<file path="src/rtl/mmsh_pkg.sv">
// Shared types and constants for the multi-mode string hash core.
package mmsh_pkg;

  localparam int unsigned HashW = 32;
  localparam int unsigned ByteW = 8;
  localparam int unsigned CmdW  = 2;
  localparam int unsigned MethW = 2;

  typedef logic [HashW-1:0] word_t;
  typedef logic [ByteW-1:0] byte_t;
  typedef logic [CmdW-1:0]  cmd_t;
  typedef logic [MethW-1:0] meth_t;

  // request commands
  localparam cmd_t CMD_BEGIN  = 2'd0;
  localparam cmd_t CMD_DATA   = 2'd1;
  localparam cmd_t CMD_FINISH = 2'd2;

  // hash methods
  localparam meth_t METH_FNV1A  = 2'd0;
  localparam meth_t METH_FNV1   = 2'd1;
  localparam meth_t METH_DJB2   = 2'd2;
  localparam meth_t METH_MURMUR = 2'd3;

  localparam word_t FNV_BASIS = 32'd2166136261;
  localparam word_t FNV_PRIME = 32'd16777619;
  localparam word_t DJB_START = 32'd5381;
  localparam word_t DJB_MULT  = 32'd33;
  localparam word_t MUR_M     = 32'h5bd1e995;

  localparam int unsigned MUR_R     = 24;
  localparam int unsigned MUR_FIN_A = 13;
  localparam int unsigned MUR_FIN_B = 15;

  // sequencer states
  typedef enum logic [2:0] {
    ST_IDLE,   // wait for a request
    ST_BYTE,   // FNV / djb2 byte step
    ST_MK1,    // murmur k = w * m
    ST_MK2,    // murmur k = (k ^ k >> r) * m
    ST_MH,     // murmur h = h * m ^ k
    ST_FTAIL,  // murmur tail: (h ^ w) * m
    ST_FMIX,   // murmur final: (h ^ h >> 13) * m
    ST_SEND    // load the output register
  } state_t;

endpackage

</file>
<file path="src/rtl/mmsh_req_if.sv">
// Request channel: command, data byte and message length.
interface mmsh_req_if;
  logic                  valid;
  logic                  ready;
  mmsh_pkg::cmd_t        command;
  mmsh_pkg::byte_t       data_byte;
  mmsh_pkg::word_t       message_length;

  modport source(output valid, output command, output data_byte,
                 output message_length, input ready);
  modport sink(input valid, input command, input data_byte,
               input message_length, output ready);
endinterface

</file>
<file path="src/rtl/mmsh_rsp_if.sv">
// Result channel: the finished hash.
interface mmsh_rsp_if;
  logic            valid;
  logic            ready;
  mmsh_pkg::word_t hash_value;

  modport source(output valid, output hash_value, input ready);
  modport sink(input valid, input hash_value, output ready);
endinterface

</file>
<file path="src/rtl/mmsh_cfg_if.sv">
// Configuration write channel: the hash method register.
interface mmsh_cfg_if;
  logic            valid;
  logic            ready;
  mmsh_pkg::meth_t hash_method;

  modport source(output valid, output hash_method, input ready);
  modport sink(input valid, input hash_method, output ready);
endinterface

</file>
<file path="src/rtl/multi_mode_string_hash_core.sv">
// Multi-mode 32-bit string hash core: FNV-1a, FNV-1, djb2 and MurmurHash2.
//
// Hashes a byte string with the method held in the hash_method register
// (0 FNV-1a, 1 FNV-1, 2 djb2, 3 MurmurHash2 with seed 0). A begin request
// loads the start value (the message length for MurmurHash2), each data
// request folds one unsigned byte in, and a finish request returns the hash
// without disturbing the running state, so later bytes extend the message.
// All multiplies go through one 32x32 multiplier (low half kept) that a
// small sequencer reuses, and every product lands in a register. An
// FNV/djb2 byte takes one multiply; a MurmurHash2 byte is buffered, or
// takes three (k, k mix, h) when it completes a 4-byte word; a finish takes
// one for MurmurHash2, or two with a partial word pending, and none for
// FNV/djb2. The result sits in an output register, so the core goes
// back to taking requests while it waits; a second finish stalls only if
// the previous hash has not been taken. Unused command 3 is dropped.
module multi_mode_string_hash_core (
  input  logic        clk,
  input  logic        rst,
  mmsh_cfg_if.sink    cfg,
  mmsh_req_if.sink    req,
  mmsh_rsp_if.source  rsp
);

  mmsh_pkg::state_t state, state_next;

  mmsh_pkg::meth_t  method;
  mmsh_pkg::word_t  hash;       // running hash
  mmsh_pkg::word_t  wbuf;       // murmur word assembly
  logic [1:0]       phase;      // bytes held in wbuf
  mmsh_pkg::word_t  tmp;        // murmur k, or the finish copy of the hash
  mmsh_pkg::byte_t  byte_q;

  logic             req_fire;
  logic             send_ok;

  // shared multiplier
  mmsh_pkg::word_t  mul_a, mul_b, mul_p;
  logic [2*mmsh_pkg::HashW-1:0] mul_full;

  // murmur byte insertion
  mmsh_pkg::word_t  wbuf_ins;
  logic [4:0]       ins_sh;

  assign mul_full = mul_a * mul_b;
  assign mul_p    = mul_full[mmsh_pkg::HashW-1:0];

  assign req.ready = (state == mmsh_pkg::ST_IDLE);
  assign req_fire  = req.valid && req.ready;
  assign cfg.ready = 1'b1;
  assign send_ok   = !rsp.valid || rsp.ready;

  assign ins_sh   = {phase, 3'b000};
  assign wbuf_ins = wbuf | (mmsh_pkg::word_t'(req.data_byte) << ins_sh);

  // next state
  always_comb begin
    state_next = state;
    unique case (state)
      mmsh_pkg::ST_IDLE: begin
        if (req_fire) begin
          priority if (req.command == mmsh_pkg::CMD_DATA) begin
            if (method != mmsh_pkg::METH_MURMUR) begin
              state_next = mmsh_pkg::ST_BYTE;
            end else if (phase == 2'd3) begin
              state_next = mmsh_pkg::ST_MK1;
            end
          end else if (req.command == mmsh_pkg::CMD_FINISH) begin
            if (method != mmsh_pkg::METH_MURMUR) begin
              state_next = mmsh_pkg::ST_SEND;
            end else if (phase != 2'd0) begin
              state_next = mmsh_pkg::ST_FTAIL;
            end else begin
              state_next = mmsh_pkg::ST_FMIX;
            end
          end else begin
            state_next = mmsh_pkg::ST_IDLE;
          end
        end
      end
      mmsh_pkg::ST_BYTE:  state_next = mmsh_pkg::ST_IDLE;
      mmsh_pkg::ST_MK1:   state_next = mmsh_pkg::ST_MK2;
      mmsh_pkg::ST_MK2:   state_next = mmsh_pkg::ST_MH;
      mmsh_pkg::ST_MH:    state_next = mmsh_pkg::ST_IDLE;
      mmsh_pkg::ST_FTAIL: state_next = mmsh_pkg::ST_FMIX;
      mmsh_pkg::ST_FMIX:  state_next = mmsh_pkg::ST_SEND;
      mmsh_pkg::ST_SEND: begin
        if (send_ok) begin
          state_next = mmsh_pkg::ST_IDLE;
        end
      end
      default: state_next = mmsh_pkg::ST_IDLE;
    endcase
  end

  // multiplier operand select
  always_comb begin
    mul_a = hash;
    mul_b = mmsh_pkg::MUR_M;
    unique case (state)
      mmsh_pkg::ST_BYTE: begin
        mul_a = (method == mmsh_pkg::METH_FNV1A) ?
                (hash ^ mmsh_pkg::word_t'(byte_q)) : hash;
        mul_b = (method == mmsh_pkg::METH_DJB2) ?
                mmsh_pkg::DJB_MULT : mmsh_pkg::FNV_PRIME;
      end
      mmsh_pkg::ST_MK1:   mul_a = wbuf;
      mmsh_pkg::ST_MK2:   mul_a = tmp ^ (tmp >> mmsh_pkg::MUR_R);
      mmsh_pkg::ST_MH:    mul_a = hash;
      mmsh_pkg::ST_FTAIL: mul_a = hash ^ wbuf;
      mmsh_pkg::ST_FMIX:  mul_a = tmp ^ (tmp >> mmsh_pkg::MUR_FIN_A);
      default: begin
        mul_a = hash;
        mul_b = mmsh_pkg::MUR_M;
      end
    endcase
  end

  // control registers
  always_ff @(posedge clk) begin
    if (rst) begin
      state     <= mmsh_pkg::ST_IDLE;
      method    <= mmsh_pkg::METH_FNV1A;
      rsp.valid <= 1'b0;
    end else begin
      state <= state_next;
      if (cfg.valid && cfg.ready) begin
        method <= cfg.hash_method;
      end
      if (state == mmsh_pkg::ST_SEND && send_ok) begin
        rsp.valid <= 1'b1;
      end else if (rsp.ready) begin
        rsp.valid <= 1'b0;
      end
    end
  end

  // hash state
  always_ff @(posedge clk) begin
    if (rst) begin
      hash  <= '0;
      wbuf  <= '0;
      phase <= '0;
    end else begin
      unique case (state)
        mmsh_pkg::ST_IDLE: begin
          if (req_fire && req.command == mmsh_pkg::CMD_BEGIN) begin
            unique case (method)
              mmsh_pkg::METH_MURMUR: hash <= req.message_length;
              mmsh_pkg::METH_DJB2:   hash <= mmsh_pkg::DJB_START;
              default:               hash <= mmsh_pkg::FNV_BASIS;
            endcase
            wbuf  <= '0;
            phase <= '0;
          end else if (req_fire && req.command == mmsh_pkg::CMD_DATA &&
                       method == mmsh_pkg::METH_MURMUR) begin
            wbuf  <= wbuf_ins;
            phase <= phase + 2'd1;
          end
        end
        mmsh_pkg::ST_BYTE: begin
          unique case (method)
            mmsh_pkg::METH_FNV1:  hash <= mul_p ^ mmsh_pkg::word_t'(byte_q);
            mmsh_pkg::METH_DJB2:  hash <= mul_p + mmsh_pkg::word_t'(byte_q);
            default:              hash <= mul_p;
          endcase
        end
        mmsh_pkg::ST_MK1: wbuf <= '0;
        mmsh_pkg::ST_MH:  hash <= mul_p ^ tmp;
        default: begin
        end
      endcase
    end
  end

  // payload registers
  always_ff @(posedge clk) begin
    if (req_fire) begin
      byte_q <= req.data_byte;
    end
    unique case (state)
      mmsh_pkg::ST_IDLE: begin
        if (req_fire) begin
          tmp <= hash;
        end
      end
      mmsh_pkg::ST_MK1, mmsh_pkg::ST_MK2,
      mmsh_pkg::ST_FTAIL, mmsh_pkg::ST_FMIX: tmp <= mul_p;
      default: begin
      end
    endcase
    if (state == mmsh_pkg::ST_SEND && send_ok) begin
      // murmur finishes with h ^= h >> 15; other methods pass the copy
      rsp.hash_value <= (method == mmsh_pkg::METH_MURMUR) ?
                        (tmp ^ (tmp >> mmsh_pkg::MUR_FIN_B)) : tmp;
    end
  end

endmodule
</file>
<file path="src/flat_wrapper.sv">
// flat-port wrapper written by rule: the top's interface ports become plain ports
module multi_mode_string_hash_core_flat 
  (clk, rst, cfg_valid, cfg_hash_method, cfg_ready, req_valid, req_command, req_data_byte, req_message_length, req_ready, rsp_valid, rsp_hash_value, rsp_ready);
  mmsh_cfg_if cfg_i ();
  mmsh_req_if req_i ();
  mmsh_rsp_if rsp_i ();
  input  logic clk;
  input  logic rst;
  input wire logic [$bits(cfg_i.valid)-1:0] cfg_valid;
  input wire logic [$bits(cfg_i.hash_method)-1:0] cfg_hash_method;
  output wire logic [$bits(cfg_i.ready)-1:0] cfg_ready;
  input wire logic [$bits(req_i.valid)-1:0] req_valid;
  input wire logic [$bits(req_i.command)-1:0] req_command;
  input wire logic [$bits(req_i.data_byte)-1:0] req_data_byte;
  input wire logic [$bits(req_i.message_length)-1:0] req_message_length;
  output wire logic [$bits(req_i.ready)-1:0] req_ready;
  output wire logic [$bits(rsp_i.valid)-1:0] rsp_valid;
  output wire logic [$bits(rsp_i.hash_value)-1:0] rsp_hash_value;
  input wire logic [$bits(rsp_i.ready)-1:0] rsp_ready;
  assign cfg_i.valid = cfg_valid;
  assign cfg_i.hash_method = cfg_hash_method;
  assign cfg_ready = cfg_i.ready;
  assign req_i.valid = req_valid;
  assign req_i.command = req_command;
  assign req_i.data_byte = req_data_byte;
  assign req_i.message_length = req_message_length;
  assign req_ready = req_i.ready;
  assign rsp_valid = rsp_i.valid;
  assign rsp_hash_value = rsp_i.hash_value;
  assign rsp_i.ready = rsp_ready;
  multi_mode_string_hash_core u_core (.clk(clk), .rst(rst), .cfg(cfg_i), .req(req_i), .rsp(rsp_i));
endmodule
</file>
<file path="config.mk">
export PLATFORM = sky130hd
export DESIGN_NAME = multi_mode_string_hash_core_flat
export DESIGN_NICKNAME = d
export VERILOG_FILES = /design/src/rtl/mmsh_pkg.sv /design/src/rtl/mmsh_req_if.sv /design/src/rtl/mmsh_rsp_if.sv /design/src/rtl/mmsh_cfg_if.sv /design/src/rtl/multi_mode_string_hash_core.sv /design/src/flat_wrapper.sv
export SDC_FILE = /design/constraint.sdc
export NUM_CORES = 1
export LEC_CHECK = 0
export ABC_AREA = 1
export BUFFER_PORTS_ARGS = -buffer_cell sky130_fd_sc_hd__buf_2
export CORE_UTILIZATION = 30
export CTS_CLUSTER_SIZE = 40
export DETAILED_ROUTE_END_ITERATION = 7
export GPL_ROUTABILITY_DRIVEN = 0
export GPL_TIMING_DRIVEN = 0
export PLACE_DENSITY = 0.52
export SLEW_MARGIN = 20
export SYNTH_ARGS = -nofsm -noshare
export SYNTH_HDL_FRONTEND = slang
export SYNTH_SLANG_ARGS = --single-unit
</file>
<file path="constraint.sdc">
create_clock -name clk -period 19.7 [get_ports clk]
set_clock_uncertainty 0.1 [all_clocks]
set_input_delay 3.94 -clock clk [delete_from_list [all_inputs] [get_ports clk]]
set_output_delay 3.94 -clock clk [all_outputs]
set_load 0.02 [all_outputs]
</file>
==> metrics.txt, run 1 <==
status completed; core area 0.0692 mm2; fin cells 3915; dpl cells 3882; Ys Warns 0; area of the multi-input gates 0.0147 mm2; CTS tree built; first-pass GRT wire length 120000 um; Slew @ Worst Pin 1180 ps; Starting Density 30.5%; Synth Net Count 3382; MaxCap Viol Count 0; worst flop-to-flop path startpoint u_core.state[2]$_SDFFE_PP0P_; Post-Synthesis Cells 2867; async set-reset flop share out of synthesis 0%; top cell type's share of synthesized area 21.1%; sequential share of the synthesized area 17.1%; Final Cycle Share 54.7%; vias per cell 4.96; post_cts resized 0; Die Wd 267 um; Crit-path slowest cell clkbuf_1; minimum clock period 10770 ps; syn avg cell area 7.37 um2; CTS Buffer Depth 2; clk sinks 144; number of fill cells in the layout 7561; Fmax achieved 92.9 MHz; Synth area leader fa_1; Mapped Area 0.0211 mm2; Setup crit end kind register; Hold Crit Start u_core.wbuf[16]$_SDFFE_PP0P_; final count of pins violating max slew 0; final hold vios 0; WP data arrival 10980 ps; share of cells above drive strength 1 6.64%; Post-CTS Setup Bufs 0; Final #Nets 3485; Setup Crit Path Kind register to register; DRC viols 0; Worst Hold Depth 2; DPL Wire Length 68700 um; initial antenna violation count 0; dominant cell by count in the synthesized netlist inv_1; final setup fails 0; Main synth FF type edfxtp_1; 1st-iter DRT viols 2156; TNS Setup 0 ps; Die Y 267 um; Worst R2R Path Depth 38; Die Area 0.0715 mm2; Crit path largest cell delay 690 ps; I/O Buffers 82; reg2reg setup slack 8930 ps; largest cells by area after synthesis fa_1 21%, ha_1 14%, inv_1 12%, nand2_1 10%, edfxtp_1 10%; Reg2Reg Capture Point u_core.hash[20]$_SDFFE_PP0P_; # rows 96; worst rel slew slack 21.6%; RSZ-0062 raised after global routing no; WL per Instance 20.9 um; CP Max Fanout 10; CTS root buffer clkbuf_16; #FFs+latches synth 144; Pre-Repair DR Iteration Count 6; Reg area 0.00360 mm2; GRT overflow 0; CP required 19910 ps; Post-CTS Hold Fix Bufs 0; CTS Buf Count 17; Post-synth top cells 672 x inv_1, 578 x nand2_1, 249 x nor2_1, 243 x ha_1, 223 x fa_1; vias in the first global route 18337; Critical Path Start Type register; Hold WC Path Type register to register; Vias 19433; Clock Latency Late Sink 450 ps; final WL 81600 um; H-tree Lvls 4; Tot GR Track Use 23.2%; I/O pins 84; antenna-violating nets left 0; largest net degree at the start of global routing 26; CP most frequent cell inv_1; clock-pin slew on the worst setup and hold paths 60 ps; number of flops mapped to enable cells by yosys 72; area added between synthesis and finish 10.7%; synth unique cells 54; Hold EP u_core.wbuf[16]$_SDFFE_PP0P_
==> worst max-delay path, delay by kind of cell (launching register included) <==
family / cells / cell delay [ps]
buffers and inverters: 13 / 3200
flip-flops: 1 / 300
AND/OR/NAND/NOR: 10 / 1830
XOR/XNOR: 1 / 480
AO/OA/AOI/OAI: 5 / 900
adder cells (fa/ha/maj): 9 / 3770
==> how the worst max path moves through the flow <==
stage	from	endpoint	slack (ps)	cells after the start
finish	u_core.state[2]$_SDFFE_PP0P_	u_core.hash[20]$_SDFFE_PP0P_	8930	38
global route	u_core.state[2]$_SDFFE_PP0P_	u_core.hash[26]$_SDFFE_PP0P_	8570	37
CTS	u_core.state[2]$_SDFFE_PP0P_	u_core.hash[20]$_SDFFE_PP0P_	9220	38
detailed placement	u_core.state[2]$_SDFFE_PP0P_	u_core.hash[31]$_SDFFE_PP0P_	9250	38
global placement	u_core.state[2]$_SDFFE_PP0P_	u_core.hash[20]$_SDFFE_PP0P_	9180	38
floorplan	u_core.state[2]$_SDFFE_PP0P_	u_core.hash[31]$_SDFFE_PP0P_	11710	38
==> area by class of cell <==
class                      instances  area share (%)
sequential                       144            15.4
inverter                         684            11.0
multi-input combinational       1972            62.7
clock buffer                      23            2.05
clock inverter                     9           0.674
timing repair buffer              84            1.93
tap                              931            4.98
buffer                            67            1.31
antenna                            1          0.0107
==> flip-flops by register name, indices dropped and copies added, names as in the netlist <==
signal / cells
u_core.method: 2
u_core.byte_q: 8
u_core.rsp.hash_value: 32
u_core.tmp: 32
u_core.hash: 32
u_core.state: 3
u_core.phase: 2
u_core.rsp.valid: 1
u_core.wbuf: 32
==> layer usage <==
metal / track usage [%] / wire length, um / vias to the layer above / share of wire, %
met2: 34.9 / 34900 / 943 / 43
met3: 3.52 / 7590 / 153 / 9.3
li1: - / - / 9146 / -
met1: 33.0 / 35500 / 9191 / 44
met5: 0 / 0 / - / 0
met4: 8.98 / 3620 / 0 / 4.4
==> metrics by stage <==
step | hold slack (ps) | area (um2) | setup WS (ps) | utilization (%)
after global routing | 404 | 23400 | 8570 | 33.8
final | 390 | 23400 | 8930 | 33.8
after global placement | 375 | 22700 | 9180 | 32.8
after detailed placement | 379 | 22800 | 9250 | 32.9
after floorplan | 351 | 21100 | 11710 | -
after CTS | 387 | 23400 | 9220 | 33.8
==> layout by cell type (no fill, tap or decap), types with 90 or more instances in the layout <==
cell type / instances
nand3_1: 119
fa_1: 223
nand2_1: 577
a21oi_1: 145
o21ai_0: 156
inv_1: 672
ha_1: 243
nor2_1: 247
buf_2: 90
==> cell families after synthesis <==
group                      Yosys count  share of synthesized area (%)
and+or+nand+nor                   1039                           20.6
buffers and inverters              751                           13.6
adders and majority gates          466                           35.5
AOI/OAI and AO/OA                  407                           10.8
DFF                                144                           17.1
xor gates and xnor gates            59                           2.45
other                                1                         0.0177
Power of run 1 is left out: the tool's default activity adds up to more than one toggle a clock period on the data nets, which glitch-free logic cannot reach.
==> run 2: changes to the inputs <==
- ABC_AREA: 1 -> 0
- PLACE_DENSITY: 0.52 -> 0.53
- clock period: 19.7 -> 8.7 ns (I/O delays scaled with it)
==> run 2 against run 1 <==
Compared with the run above:
- the run now ends with design-rule violations left
- synthesized cell count down 14%
- area after synthesis fell by 1.3%
- register-to-register slack lost 8900 ps
- cell area increased by 10%
- wire length up 3.6%
- via count down 1.6%
- critical path depth shrank 4
- cell count shrank 7.9%
- utilization is 3.8 points higher
- die area is 1.3% lower
- critical endpoint is now u_core.hash[31]$_SDFFE_PP0P_
==> metrics.txt, run 2 <==
status complete, but fails checks (was completed); failing checks design-rule violations; CP required 8900 ps (was 19910 ps); WL per Instance 23.5 um (was 20.9 um); RSZ-0062 raised after global routing yes (was no); final WL 84600 um (was 81600 um); Post-synth top cells 399 x inv_1, 259 x nor2_1, 243 x ha_1, 223 x fa_1, 190 x nand2_1 (was 672 x inv_1, 578 x nand2_1, 249 x nor2_1, 243 x ha_1, 223 x fa_1); I/O Buffers 82 (unchanged); worst rel slew slack 24.9% (was 21.6%); Pre-Repair DR Iteration Count 8 (was 6); Critical Path Start Type register (unchanged); Crit path largest cell delay 510 ps (was 690 ps); core area 0.0687 mm2 (was 0.0692 mm2); Ys Warns 0 (unchanged); Slew @ Worst Pin 1130 ps (was 1180 ps); CP most frequent cell ha_1 (was inv_1); I/O pins 84 (unchanged); gr busiest metal met2 (unchanged); #FFs+latches synth 144 (unchanged); Crit-path slowest cell fa_1 (was clkbuf_1); most common cell after layout, fill and taps aside inv_1 (unchanged); CP Max Fanout 7 (was 10); Final #Nets 3177 (was 3485); Setup crit end kind register (unchanged); Synth Net Count 2970 (was 3382); largest net degree at the start of global routing 29 (was 26); CTS Buf Count 17 (unchanged); first-pass GRT wire length 121000 um (was 120000 um); clk sinks 144 (unchanged); Fmax achieved 116 MHz (was 92.9 MHz); GRT overflow 0 (unchanged); Vias 19129 (was 19433); Compound-Gate Fraction of Synth Area 15.0% (was 10.8%); area added between synthesis and finish 23.9% (was 10.7%); antenna-violating nets left 0 (unchanged); Clock Latency Late Sink 460 ps (was 450 ps); number of diodes 0 (was 1); final count of pins violating max slew 0 (unchanged); Starting Density 30.4% (was 30.5%); commonest cells after routing, fill and taps aside 376 x inv_1, 231 x nor2_1, 219 x ha_1 (was 672 x inv_1, 577 x nand2_1, 247 x nor2_1); Post-Synthesis Cells 2455 (was 2867); clock-pin slew on the worst setup and hold paths 70 ps (was 60 ps); dominant cell by count in the synthesized netlist inv_1 (unchanged); WP data arrival 8850 ps (was 10980 ps); dpl cell area 0.0225 mm2 (was 0.0228 mm2); final setup fails 0 (unchanged); Post-Synth Adder-Cell Area 36.0% (was 35.5%); largest cells by area after synthesis fa_1 21%, ha_1 15%, edfxtp_1 10%, inv_1 7.2%, dfxtp_1 6.9% (was fa_1 21%, ha_1 14%, inv_1 12%, nand2_1 10%, edfxtp_1 10%); Main synth FF type edfxtp_1 (unchanged); initial antenna violation count 1 (was 0); final hold vios 0 (unchanged); Post-Synth XOR/XNOR Area 6.13% (was 2.45%); Hold WC Path Type register to register (unchanged); main combinational cell family by area after synthesis adder cells (unchanged); global routing usage on met2 35.6% (was 34.9%); H-tree Lvls 4 (unchanged); async set-reset flop share out of synthesis 0% (unchanged); Synth Area in Simple Gates 15.0% (was 20.6%); GR Util met3 4.44% (was 3.52%); dpl ws -2950 ps (was 9250 ps); DRC viols 1 (was 0); share of cells above drive strength 1 20.3% (was 6.64%); Die Y 266 um (was 267 um); MaxCap Viol Count 0 (unchanged); # rows 96 (unchanged); Mapped Area 0.0209 mm2 (was 0.0211 mm2); vias in the first global route 18427 (was 18337); minimum clock period 8650 ps (was 10770 ps); Tot GR Track Use 23.6% (was 23.2%); routing usage on met1 32.2% (was 33.0%); Die Wd 266 um (was 267 um); syn avg cell area 8.49 um2 (was 7.37 um2); Final Cycle Share 99.4% (was 54.7%); CTS tree built (unchanged); vias per cell 5.30 (was 4.96); synth unique cells 93 (was 54); DPL Wire Length 67500 um (was 68700 um); top cell type's share of synthesized area 21.4% (was 21.1%); cell area after layout 0.0258 mm2 (was 0.0234 mm2); fraction of synthesized area in multiplexers 0.732% (was 0%); Die Area 0.0706 mm2 (was 0.0715 mm2); 1st-iter DRT viols 2121 (was 2156); Hold Worst Slack 346 ps (was 390 ps); sequential share of the synthesized area 17.3% (was 17.1%); Setup Crit Path Kind register to register (unchanged); Synth area leader fa_1 (unchanged); TNS Setup 0 ps (unchanged); CTS root buffer clkbuf_16 (unchanged); Final WS setup 51.3 ps (was 8930 ps); number of flops mapped to enable cells by yosys 72 (unchanged); CTS Buffer Depth 2 (unchanged)
## run 2: cell count changes after synthesis, moves of 24 or more
| cell | delta |
|---|---|
| xnor2_1 | +95 |
| o21ai_0 | -55 |
| clkbuf_1 | +47 |
| nor3_1 | +33 |
| o221ai_1 | +24 |
| inv_1 | -273 |
| nand3_1 | -93 |
| nand2b_1 | +31 |
| nand2_1 | -388 |
## run 2: cell type report
class,count,area [um2]
Clock buffer,21,504
Timing Repair Buffer,213,1550
Tap cell,931,1160
Sequential cell,144,3620
Inverter,406,1550
Multi-Input combinational cell,1779,16500
Fill cell,7103,42900
Clock inverter,11,111
Buffer,101,822
## run 2: kinds of logic after synthesis
kind of cell    Yosys count
compound gates          479
xor+xnor                142
fa+ha+maj               466
buf+inv                 532
flops                   144
mux                      15
other cells               1
simple gates            676
## run 2: through the flow
step / cells / utilization, %
final: 3606 / 37.6
after detailed placement: 3470 / 32.7
after floorplan: 2455 / -
after global placement: 3468 / 32.7
after CTS: 3534 / 35.5
after global routing: 3606 / 37.6
## run 2: repair_timing
item,4_1_cts,5_1_grt
resized for setup,270,205
buffers inserted,53,71
pin swaps,42,81
hold buffers,0,0
setup endpoints to repair,45,17
cloned,0,5
hold endpoints to repair,0,0
## run 2: final timing paths
path                                                             to  cells past startpoint  slack (ps)                          from
worst max-delay path                   u_core.hash[31]$_SDFFE_PP0P_                     34          50  u_core.state[0]$_SDFFE_PP0P_
worst min-delay path            u_core.rsp.hash_value[25]$_DFFE_PP_                      0         350      u_core.tmp[25]$_DFFE_PP_
worst max register to register         u_core.hash[31]$_SDFFE_PP0P_                     34          50  u_core.state[0]$_SDFFE_PP0P_
worst min register to register  u_core.rsp.hash_value[25]$_DFFE_PP_                      0         350      u_core.tmp[25]$_DFFE_PP_
## run 2: layer usage
layer  vias up  wire length, um
li1       8578                -
met1      9342            35200
met2       987            36400
met3       220             8130
met4         2             4840
met5         -               10
## run 2: critical path: cells and delay by family (launching register included)
family	cells	cell delay, ps
flip-flops	1	390
buffers and inverters	7	950
AND/OR/NAND/NOR	9	2630
adder cells (fa/ha/maj)	9	2800
AO/OA/AOI/OAI	9	1580
Power of run 2 is left out for the same reason.
